File: config.mk
export PLATFORM = sky130hd
export DESIGN_NAME = brfifo_front
export DESIGN_NICKNAME = d
export VERILOG_FILES = /design/src/sv/brfifo_pkg.sv /design/src/sv/brfifo_front.sv
export SDC_FILE = /design/constraint.sdc
export NUM_CORES = 1
export LEC_CHECK = 0
export BUFFER_PORTS_ARGS = -buffer_cell sky130_fd_sc_hd__buf_2
export CORE_MARGIN = 4
export CORE_UTILIZATION = 32
export DETAILED_ROUTE_END_ITERATION = 7
export HOLD_SLACK_MARGIN = 0.1
export PLACE_DENSITY_LB_ADDON = 0.3
export SLEW_MARGIN = 20
export SYNTH_ARGS = -nofsm -noshare
export SYNTH_HDL_FRONTEND = slang
export SYNTH_SLANG_ARGS = --single-unit
File: constraint.sdc
create_clock -name i_clk -period 2.2 [get_ports i_clk]
set_clock_uncertainty 0.1 [all_clocks]
set_input_delay 0.11 -clock i_clk [delete_from_list [all_inputs] [get_ports i_clk]]
set_output_delay 0.11 -clock i_clk [all_outputs]
set_load 0.02 [all_outputs]
File: src/sv/brfifo_pkg.sv
// ----------------------------------------------------------------------------
// brfifo_pkg
// Shared widths, action codes and the command record for the byte ring fifo.
// ----------------------------------------------------------------------------
package brfifo_pkg;

    localparam int DEPTH_DEF     = 1024;
    localparam int MAX_BURST_DEF = 64;

    localparam int ACTION_W = 2;
    localparam int DATA_W   = 8;
    localparam int LEN_W    = 7;
    localparam int FILL_W   = 11;

    // stream packing
    localparam int S_TDATA_W = 16;  // data_in, request_length, pad
    localparam int S_TUSER_W = ACTION_W;
    localparam int M_TDATA_W = 24;  // data_out, fill_level, pad
    localparam int M_TUSER_W = 2;   // byte_valid, accepted

    localparam logic [ACTION_W-1:0] ACT_WRITE = 2'd0;
    localparam logic [ACTION_W-1:0] ACT_READ  = 2'd1;
    localparam logic [ACTION_W-1:0] ACT_PEEK  = 2'd2;

    typedef enum logic [1:0] {
        KIND_WRITE,
        KIND_READ,
        KIND_PEEK,
        KIND_NONE
    } t_kind;

    typedef struct packed {
        t_kind              kind;
        logic [DATA_W-1:0]  data;
        logic [LEN_W-1:0]   len;   // already clamped to the burst limit
    } t_cmd;

endpackage

File: src/sv/brfifo_front.sv
// ----------------------------------------------------------------------------
// brfifo_front
// Accepts requests, decodes the action, clamps the length and queues them.
// ----------------------------------------------------------------------------
module brfifo_front #(
    parameter int MAX_BURST = brfifo_pkg::MAX_BURST_DEF
) (
    input  logic                            i_clk,
    input  logic                            i_rst_n,
    input  logic                            i_s_axis_tvalid,
    output logic                            o_s_axis_tready,
    input  logic [brfifo_pkg::S_TDATA_W-1:0] i_s_axis_tdata,
    input  logic [brfifo_pkg::S_TUSER_W-1:0] i_s_axis_tuser,
    output logic                            o_cmd_valid,
    output brfifo_pkg::t_cmd                o_cmd,
    input  logic                            i_cmd_pop
);
    import brfifo_pkg::*;

    t_cmd              r_q [2];
    logic              r_wr_idx;
    logic              r_rd_idx;
    logic [1:0]        r_cnt;
    logic [1:0]        n_cnt;
    logic              push;
    t_cmd              dec;
    logic [LEN_W-1:0]  len_in;

    assign len_in = i_s_axis_tdata[DATA_W +: LEN_W];

    always_comb begin
        unique case (i_s_axis_tuser)
            ACT_WRITE: dec.kind = KIND_WRITE;
            ACT_READ:  dec.kind = KIND_READ;
            ACT_PEEK:  dec.kind = KIND_PEEK;
            default:   dec.kind = KIND_NONE;
        endcase
        dec.data = i_s_axis_tdata[DATA_W-1:0];
        dec.len  = (len_in > LEN_W'(MAX_BURST)) ? LEN_W'(MAX_BURST) : len_in;
    end

    assign o_s_axis_tready = (r_cnt != 2'd2);
    assign push            = i_s_axis_tvalid && o_s_axis_tready;
    assign o_cmd_valid     = (r_cnt != 2'd0);
    assign o_cmd           = r_q[r_rd_idx];

    always_comb begin
        n_cnt = r_cnt;
        if (push && !i_cmd_pop) begin
            n_cnt = r_cnt + 2'd1;
        end else if (!push && i_cmd_pop) begin
            n_cnt = r_cnt - 2'd1;
        end
    end

    always_ff @(posedge i_clk) begin
        if (push) begin
            r_q[r_wr_idx] <= dec;
        end
        if (!i_rst_n) begin
            r_wr_idx <= 1'b0;
            r_rd_idx <= 1'b0;
            r_cnt    <= 2'd0;
        end else begin
            if (push) begin
                r_wr_idx <= ~r_wr_idx;
            end
            if (i_cmd_pop) begin
                r_rd_idx <= ~r_rd_idx;
            end
            r_cnt <= n_cnt;
        end
    end

endmodule

==> results of run 1 <==
==> sequential cells by signal, summed over array words and instances, names as in the netlist, named ones only <==
signal and count:
r_cnt 2, r_wr_idx 1, r_rd_idx 1, r_q 34
==> cells by family after synthesis <==
kind of cell,after synthesis
buffers and inverters,7
AOI/OAI and AO/OA,4
adders and majority gates,1
xor gates and xnor gates,3
muxes,17
and+or+nand+nor,15
DFF,39
==> cells in the final DEF, fill, tap and decap left out, types with 2 or more instances in the layout <==
| cell | n |
|---|---|
| and2_1 | 4 |
| buf_2 | 39 |
| buf_4 | 3 |
| clkbuf_1 | 2 |
| clkbuf_8 | 5 |
| dfxtp_1 | 5 |
| dlygate4sd3_1 | 20 |
| edfxtp_1 | 34 |
| inv_1 | 2 |
| mux2_2 | 17 |
| nor2b_1 | 6 |
| xor2_1 | 2 |
==> power by group through the flow <==
stage	clock network, mW	registers [mW]	logic (mW)
5_1_grt	0.499	0.935	0.391
6_report	0.447	0.927	0.359
3_3_place_gp	0	0.938	0.332
4_1_cts	0.467	0.928	0.367
2_1_floorplan	0	0.930	0.234
3_5_place_dp	0	0.945	0.338
==> layer usage <==
metal	part of all wire (%)	wire [µm]	GRT usage [%]	vias up
met5	0	0	0	-
met4	1.9	51	4.348	0
met3	4.9	130	3.747	6
met2	54	1424	18.47	19
met1	39	1030	9.624	421
li1	-	-	-	439
==> metrics by stage <==
step | hold slack, ns | area [µm²] | instances | setup WS, ns | util (%)
after floorplan | 0.1089 | 1515 | 86 | 0.6060 | -
after global placement | 0.1997 | 1774 | 175 | 0.6240 | 39.65
after detailed placement | 0.2038 | 1774 | 175 | 0.5352 | 39.65
after CTS | 0.4391 | 2056 | 203 | 0.3440 | 45.95
after global routing | 0.4421 | 2056 | 203 | 0.2720 | 45.95
final | 0.4502 | 2056 | 203 | 0.3780 | 45.95
==> critical path: stages (launching register included) <==
cell and delay [ns]:
dfxtp_1 0.57, buf_4 0.26, mux2_2 0.34, buf_2 0.16
==> area by class of cell <==
type	count	area, µm²
Clock buffer	7	76.32
Clock inverter	1	5.005
Multi-Input combinational cell	40	362.8
Fill cell	388	2419
Timing Repair Buffer	62	417.9
Sequential cell	39	1121
Tap cell	52	65.06
Inverter	2	7.507
==> how the worst max path moves through the flow <==
stage	from	to	slack [ns]	depth (start not counted)
5_1_grt	flop	o_cmd[14]	0.27	3
4_1_cts	flop	o_cmd[13]	0.34	3
3_3_place_gp	r_cnt[0]	r_cnt[1]	0.62	5
2_1_floorplan	r_cnt[0]	r_cnt[1]	0.61	5
6_report	flop	o_cmd[15]	0.38	3
3_5_place_dp	r_cnt[0]	r_cnt[1]	0.54	5
==> repair_timing <==
item                      4_1_cts  5_1_grt
hold buffers                   20        0
hold endpoints to repair       39        0
buffers inserted                0        0
==> metrics.yaml, run 1 <==
critical_path:
  critical_path_class: "flop to output pin"
  required_ns: 1.99
  worstReg2RegEnd: "r_cnt[1]"
  crit-reg2reg-launch: "r_cnt[0]"
  worst_setup_path_end_kind: "output pin"
  cp_max_fo: 9
  start_kind: "flop"
  worst-endpoint-arrival_ns: 1.61
  r2r_setup_slack_ns: 0.55
  worstRegToRegCells: 5
global_routing:
  grt-ovfl-total: 0
  antenna_found_initial: 0
  grt_max_degree: 18
  first_global_vias: 1003
  grtUsageTotal_pct: 9.915
  grt_pass1_wl_mm: 4.519
timing:
  worstMarginPinSlew_ns: 0.4036
  setup_viol: 0
  hold_viol: 0
  fin_crit_sh_pct: 82.82
  setup_tns_ns: 0
  drv_slew: 0
  relSlewSlack_pct: 73.06
  post-route-min-period_ns: 1.822
  timing.fmax_mhz: 548.8
  rsz0062_at_grt: "false"
clock_network:
  clock-sinks: 39
  numCtsBuffers: 5
  clk_pin_slew_ns: 0.07
  htreeDepth: 2
  cts_tree: "done"
  clk-insertion-delay-late_ns: 0.28
  ctsLongestPathBuffers: 2
  cts-root-buf: "clkbuf_8"
  cts_resized: 0
power:
  p_total_mw: 1.733
  vdd_drop_max_v: 0.0003564
  pwr-share-clk_pct: 25.8
  sequentialPowerShare_pct: 53.5
  p_comb_share_pct: 20.7
  leakagePower_nw: 0.8074
  internal_power_mw: 1.285
  switchingPower_uw: 448.3
  p_per_area_mw_per_mm2: 843.1
  sw_frac_of_total_pct: 25.87
logic_synthesis:
  syn_inst: 86
  synth-seq-cells: 39
  synth_compound_area_share_pct: 1.982
  synth_adder_area_share_pct: 0.8258
  async_flop_share_pct: 0
  synth_edf_count: 34
  synth_top_family_by_area: "multiplexers"
  yosysSeqAreaShare_pct: 73.99
  synth.top_cell.area_share_pct: 67.38
  synth_ff_type: "edfxtp_1"
  synth-xor-area-share_pct: 1.734
  yosys.cell_count.top_type: "edfxtp_1"
  synth_area_mm2: 0.001515
  synthTopCellsByArea: "edfxtp_1 (67%), mux2_2 (13%), dfxtp_1 (6.6%), nor2b_1 (2.5%), and2_1 (1.7%)"
  synth-simple-area-share_pct: 6.771
  syn_area_per_cell_um2: 17.62
  synthMuxAreaShare_pct: 12.63
  yosys_warnings: 0
  synth_commonest_cells: "edfxtp_1 (34), mux2_2 (17), nor2b_1 (6), dfxtp_1 (5), and2_1 (4)"
  yosys.area.top_type: "edfxtp_1"
  synth_cell_types: 21
  synth_nets: 109
finish:
  drive_above_1_share_pct: 45.03
  layout.nets: 173
  antennaDiodeCount: 0
  syn2layout_area_growth_pct: 35.67
hold_path:
  min_from: "i_s_axis_tdata[5]"
  hold_end: "r_q[1][12]"
  min_path_type: "input pin to flop"
  hold_depth: 2
detailed_routing:
  dr_total_vias: 885
  antenna_left: 0
  avgViaCountPerCell: 4.360
  drt_pass1_iterations: 3
  wl_per_cell_um: 12.99
  totalWireLength_mm: 2.636
  drcViolationCount: 0
  drtIter0Drc: 61
placed_design:
  place.gp.congestion: 0.6877
  port_buffers: 39
  dp_hpwl_mm: 1.806
floorplanning:
  fp.dieW_um: 76.81
  ioPinCount: 41
  placementRows: 24
  core_mm2: 0.004474
  start_util_pct: 33.86
  fp.dieH_um: 76.81
  die-area_mm2: 0.005900
flow_run:
  drv_cap: 0
outcome:
  status: "completed"
No activity file was read; power rests on OpenSTA's default activity.
==> run 2: changes to the inputs <==
--- a/config.mk
+++ b/config.mk
@@ -5,6 +5,7 @@
 export SDC_FILE = /design/constraint.sdc
 export NUM_CORES = 1
 export LEC_CHECK = 0
+export ABC_AREA = 1
 export BUFFER_PORTS_ARGS = -buffer_cell sky130_fd_sc_hd__buf_2
 export CORE_MARGIN = 4
 export CORE_UTILIZATION = 32
==> constraint.sdc (replaced) <==
create_clock -name i_clk -period 1.9 [get_ports i_clk]
set_clock_uncertainty 0.1 [all_clocks]
set_input_delay 0.095 -clock i_clk [delete_from_list [all_inputs] [get_ports i_clk]]
set_output_delay 0.095 -clock i_clk [all_outputs]
set_load 0.02 [all_outputs]
==> run 2 against run 1 <==
Routed wire length up 11%. Critical path type unchanged. Cell area up 4.7%. Utilization down 0.98 points. Via count up 15%. Die area up 4.7%. First-iteration DRC count up 43%. Synthesized cell count up 28%. Sequential share of layout area down 2.4 points. Sequential cell count unchanged.
==> metrics.yaml, run 2 <==
detailed_routing:
  dr_total_vias: 1016
  drtIter0Drc: 87
  drcViolationCount: 0
  totalWireLength_mm: 2.931
  drt_pass1_iterations: 4
  avgViaCountPerCell: 4.181
  antenna_left: 0
  wl_per_cell_um: 12.06
critical_path:
  cp_cell_sequence: "buf_12 -> mux2_2 -> buf_2"
  r2r_setup_slack_ns: 0.33
  slowest_stage: "dfxtp_1"
  worstRegToRegCells: 10
  required_ns: 1.70
  worst_setup_path_end_kind: "output pin"
  start_kind: "flop"
  cp_max_fo: 13
  critical_path_class: "flop to output pin"
  worst-endpoint-arrival_ns: 1.47
  critPathMaxStageDelay_ns: 0.48
  worstReg2RegEnd: "r_cnt[1]"
  crit-reg2reg-launch: "r_cnt[0]"
global_routing:
  grtUsageTotal_pct: 10.52
  antenna_found_initial: 0
  first_global_vias: 1101
  grt_max_degree: 14
  grt-ovfl-total: 0
  grt_pass1_wl_mm: 4.919
clock_network:
  clock-sinks: 39
  cts-root-buf: "clkbuf_8"
  cts_tree: "done"
  cts_setup_buffers: 0
  clk_pin_slew_ns: 0.07
  clk-insertion-delay-late_ns: 0.28
  numCtsBuffers: 5
  ctsLongestPathBuffers: 2
  htreeDepth: 2
placed_design:
  place.gp.congestion: 0.7119
  placed_cell_area_mm2: 0.001881
  dp_hpwl_mm: 2.076
  port_buffers: 39
logic_synthesis:
  yosys.cell_count.top_type: "edfxtp_1"
  synth_area_mm2: 0.001594
  synthTopCellsByArea: "edfxtp_1 (64%), mux2_4 (9.4%), dfxtp_1 (6.3%), mux2_2 (4.9%), nor2_1 (4.0%)"
  yosys_warnings: 0
  async_flop_share_pct: 0
  syn_inst: 110
  synth-seq-cells: 39
  syn_area_per_cell_um2: 14.49
  yosys.area.top_type: "edfxtp_1"
  yosysSeqAreaShare_pct: 70.33
  synth.top_cell.area_share_pct: 64.05
  synth_commonest_cells: "edfxtp_1 (34), nor2_1 (17), inv_1 (15), mux2_4 (10), nand2_1 (10)"
  synth_ff_type: "edfxtp_1"
  synth_edf_count: 34
  synth_nets: 133
  synth_cell_types: 15
timing:
  fin_crit_sh_pct: 87.51
  drv_slew: 0
  post-route-min-period_ns: 1.663
  worstMarginPinSlew_ns: 0.2839
  rsz0062_at_grt: "false"
  relSlewSlack_pct: 81.05
  setup_viol: 0
  hold_viol: 0
  timing.fmax_mhz: 601.4
finish:
  antennaDiodeCount: 0
  final_core_util_pct: 44.97
  layout.nets: 198
  reg.largest.list: "r_q: 34 flops, r_cnt: 2 flops"
  drive_above_1_share_pct: 38.07
  stdcell_area_mm2: 0.002152
  layout_common_cells: "buf_2 (39), edfxtp_1 (34), dlygate4sd3_1 (19)"
  fillCellCount: 440
  final_common_cell: "buf_2"
  largest-register: "r_q"
  syn2layout_area_growth_pct: 35.01
  largest_reg_flops: 34
power:
  p_per_area_mw_per_mm2: 898.5
  vdd_drop_max_v: 0.0005067
  leakagePower_nw: 0.9166
outcome:
  status: "completed"
hold_path:
  min_from: "i_s_axis_tvalid"
  hold_depth: 4
  hold_end: "r_wr_idx"
  min_path_type: "input pin to flop"
floorplanning:
  die-area_mm2: 0.006175
  core_mm2: 0.004786
  fp.dieH_um: 78.58
  ioPinCount: 41
  start_util_pct: 33.31
  placementRows: 25
  fp.dieW_um: 78.58
flow_run:
  drv_cap: 0
## run 2: cell count changes in the layout (fill, tap and decap cells not counted), moves of 4 or more
| cell | change |
|---|---|
| nand2_1 | +10 |
| and2_1 | -4 |
| mux2_2 | -10 |
| nor2_1 | +17 |
| mux2_4 | +10 |
| nor2b_1 | -6 |
| inv_1 | +13 |
## run 2: through the flow
stage,instances,hold WS (ns),setup TNS [ns],power [mW],worst slack (ns)
3_3_place_gp,216,0.1823,0,1.389,0.4812
5_1_grt,243,0.1863,0,2.041,0.1620
4_1_cts,243,0.1157,0,1.959,0.1969
3_5_place_dp,216,0.1897,0,1.405,0.3227
6_report,243,0.1212,0,1.934,0.2373
2_1_floorplan,110,0.09387,-0.8957,1.285,-0.02637
## run 2: worst max path at each step
| stage | start | endpoint | slack (ns) | depth (start not counted) |
|---|---|---|---|---|
| 2_1_floorplan | r_cnt[0] | r_q[1][0] | -0.03 | 4 |
| 3_3_place_gp | r_cnt[0] | r_cnt[1] | 0.48 | 10 |
| 3_5_place_dp | r_cnt[0] | r_cnt[1] | 0.32 | 10 |
| 4_1_cts | flop | o_cmd[9] | 0.20 | 3 |
| 5_1_grt | flop | o_cmd[9] | 0.16 | 3 |
| 6_report | flop | o_cmd[9] | 0.24 | 3 |
## run 2: layout make-up
type	count	area [µm²]	share of cell area (%)
clock buffer	7	76.32	3.547
clock inverter	1	5.005	0.2326
inverter	15	56.30	2.616
multi-input combinational	51	374.1	17.38
sequential	39	1121	52.09
tap	67	83.83	3.895
timing repair buffer	63	435.4	20.23
## run 2: logic make-up after synthesis
logic type	count (synthesis)	synth area share [%]
AO/OA/AOI/OAI	3	0.9416
buffers and inverters	20	6.201
adder cells (fa/ha/maj)	1	0.7848
flip-flops	39	70.33
AND/OR/NAND/NOR	30	7.379
multiplexers	17	14.36
## run 2: routing by layer
metal  GRT usage (%)  share of wire (%)
met3           3.555                6.1
met1           11.71                 41
met2           18.08                 51
met5               0                  0
met4           4.720                1.4
## run 2: timing repair
action,4_1_cts,5_1_grt
setup endpoints to repair,0,0
hold buffers,19,0
gates resized for setup,0,0
endpoints found under the hold margin,39,0
## run 2: report_power, final
group          switching (mW)  internal (mW)
combinational           0.201          0.169
clock                   0.267          0.257
sequential             0.0240           1.01
total                   0.492           1.44
## run 2: worst max-delay path, delay by kind of cell, from the launching register on
family   cells  cell delay (ns)
flops        1             0.48
mux          1             0.34
buf+inv      2             0.36
==> run 3: changes to the inputs <==
--- a/config.mk
+++ b/config.mk
@@ -5,7 +5,6 @@
 export SDC_FILE = /design/constraint.sdc
 export NUM_CORES = 1
 export LEC_CHECK = 0
-export ABC_AREA = 1
 export BUFFER_PORTS_ARGS = -buffer_cell sky130_fd_sc_hd__buf_2
 export CORE_MARGIN = 4
 export CORE_UTILIZATION = 32
==> run 3 against run 2 <==
Sequential power hardly changed. Register-to-register slack worse by 0.095 ns. Utilization increased by 0.95 points. Combinational power increased by 15%. Worst setup slack got worse by 0.0027 ns. Count of clock-buffer cells in the layout decreased by 1. Clock power down 2%. Sequential share of layout area rose by 2.5 points. Power grew 3.6%. Global-route usage shrank 0.50 points. Largest power group unchanged.
==> metrics.yaml, run 3 (synthesis results as in run 1) <==
global_routing:
  grt-ovfl-total: 0
  antenna_found_initial: 0
  grt_pass1_wl_mm: 4.519
  grt_max_degree: 18
  first_global_vias: 1041
  grtUsageTotal_pct: 10.01
finish:
  drive_above_1_share_pct: 44.37
  finalNonFillerCells: 203
  antennaDiodeCount: 0
  syn2layout_area_growth_pct: 35.59
  largest-register: "r_q"
  layout_common_cells: "buf_2 (39), edfxtp_1 (34), dlygate4sd3_1 (20)"
  fillCellCount: 402
  layout.nets: 173
  final_common_cell: "buf_2"
  reg.largest.list: "r_q: 34 flops, r_cnt: 2 flops"
  largest_reg_flops: 34
  final_core_util_pct: 45.92
hold_path:
  min_from: "i_s_axis_tuser[0]"
  min_path_type: "input pin to flop"
  hold_depth: 2
  hold_end: "r_q[1][15]"
critical_path:
  critical_path_class: "flop to flop"
  path_depth: 5
  slowest_stage: "or3_1"
  worst-endpoint-arrival_ns: 1.78
  critPathMaxStageDelay_ns: 0.36
  worstRegToRegCells: 5
  crit-reg2reg-launch: "r_cnt[0]"
  cp_max_fo: 5
  cp_cell_sequence: "nand2b_4 -> and2_1 -> ha_1 -> or3_1 -> a21boi_1"
  required_ns: 2.02
  start_kind: "flop"
  worst_setup_path_end_kind: "flop"
  path_delay_family: "simple AND/OR/NAND/NOR gates"
  r2r_setup_slack_ns: 0.23
  critPathBufInv: 0
  worstReg2RegEnd: "r_cnt[1]"
detailed_routing:
  drt_pass1_iterations: 3
  antenna_left: 0
  totalWireLength_mm: 2.678
  avgViaCountPerCell: 4.335
  drtIter0Drc: 41
  wl_per_cell_um: 13.19
  drcViolationCount: 0
  dr_total_vias: 880
flow_run:
  drv_cap: 0
floorplanning:
  fp.dieH_um: 76.81
  start_util_pct: 33.86
  ioPinCount: 41
  core_mm2: 0.004474
  fp.dieW_um: 76.81
  placementRows: 24
  die-area_mm2: 0.005900
clock_network:
  ctsLongestPathBuffers: 2
  clk_pin_slew_ns: 0.07
  clk-insertion-delay-late_ns: 0.28
  cts_setup_buffers: 0
  cts-root-buf: "clkbuf_8"
  clock-sinks: 39
  cts_tree: "done"
  numCtsBuffers: 5
  htreeDepth: 2
power:
  switchingPower_uw: 523.7
  internal_power_mw: 1.480
  p_comb_share_pct: 21.1
  pwr-share-clk_pct: 25.7
  p_per_area_mw_per_mm2: 975.5
  sequentialPowerShare_pct: 53.2
  leakagePower_nw: 0.8054
  vdd_drop_max_v: 0.0003785
  sw_frac_of_total_pct: 26.13
placed_design:
  port_buffers: 39
  dp_hpwl_mm: 1.831
  dp.cells: 175
  place.gp.congestion: 0.6921
timing:
  fin_crit_sh_pct: 87.66
  worstMarginPinSlew_ns: 0.2394
  hold_slack_ns: 0.4312
  setup_tns_ns: 0
  post-route-min-period_ns: 1.665
  relSlewSlack_pct: 84.04
  setup_viol: 0
  hold_viol: 0
  drv_slew: 0
  timing.fmax_mhz: 600.4
  rsz0062_at_grt: "false"
outcome:
  status: "completed"
## run 3: how the worst max path moves through the flow
stage | start | to | slack (ns)
CTS | r_cnt[0] | r_cnt[1] | 0.22
floorplan | r_cnt[0] | r_cnt[1] | 0.31
detailed placement | r_cnt[0] | r_cnt[1] | 0.24
global placement | r_cnt[0] | r_cnt[1] | 0.33
global route | r_cnt[0] | r_cnt[1] | 0.15
finish | r_cnt[0] | r_cnt[1] | 0.23
## run 3: cell type report
cell class                 instances  area [µm²]  area share, %
clock buffer                       6       72.57          3.532
clock inverter                     2       7.507         0.3654
inverter                           2       7.507         0.3654
multi-input combinational         40       362.8          17.66
sequential                        39        1121          54.57
tap                               52       65.06          3.167
timing repair buffer              62       417.9          20.34
## run 3: metrics by stage
| stage | setup slack, ns | instance area [µm²] | power, mW |
|---|---|---|---|
| 2_1_floorplan | 0.3060 | 1515 | 1.348 |
| 3_3_place_gp | 0.3274 | 1774 | 1.469 |
| 3_5_place_dp | 0.2371 | 1774 | 1.487 |
| 4_1_cts | 0.2179 | 2054 | 2.035 |
| 5_1_grt | 0.1458 | 2054 | 2.105 |
| 6_report | 0.2346 | 2054 | 2.004 |
## run 3: repair_timing
| item | in CTS | in global routing |
|---|---|---|
| gates resized for setup | 0 | 0 |
| hold buffers | 20 | 0 |
| endpoints found under the hold margin | 39 | 0 |
## run 3: power by group through the flow
stage	clock network, mW	logic (mW)	registers (mW)
floorplan	0	0.271	1.08
global placement	0	0.390	1.08
detailed placement	0	0.401	1.09
CTS	0.533	0.435	1.07
global route	0.567	0.465	1.07
finish	0.515	0.424	1.07
## run 3: routing by layer
metal,global-route usage [%],vias to the layer above,wire length (µm)
met5,0,-,0
met4,6.341,0,49
met3,3.044,5,142
met2,18.29,20,1482
met1,9.692,411,1003
li1,-,444,-
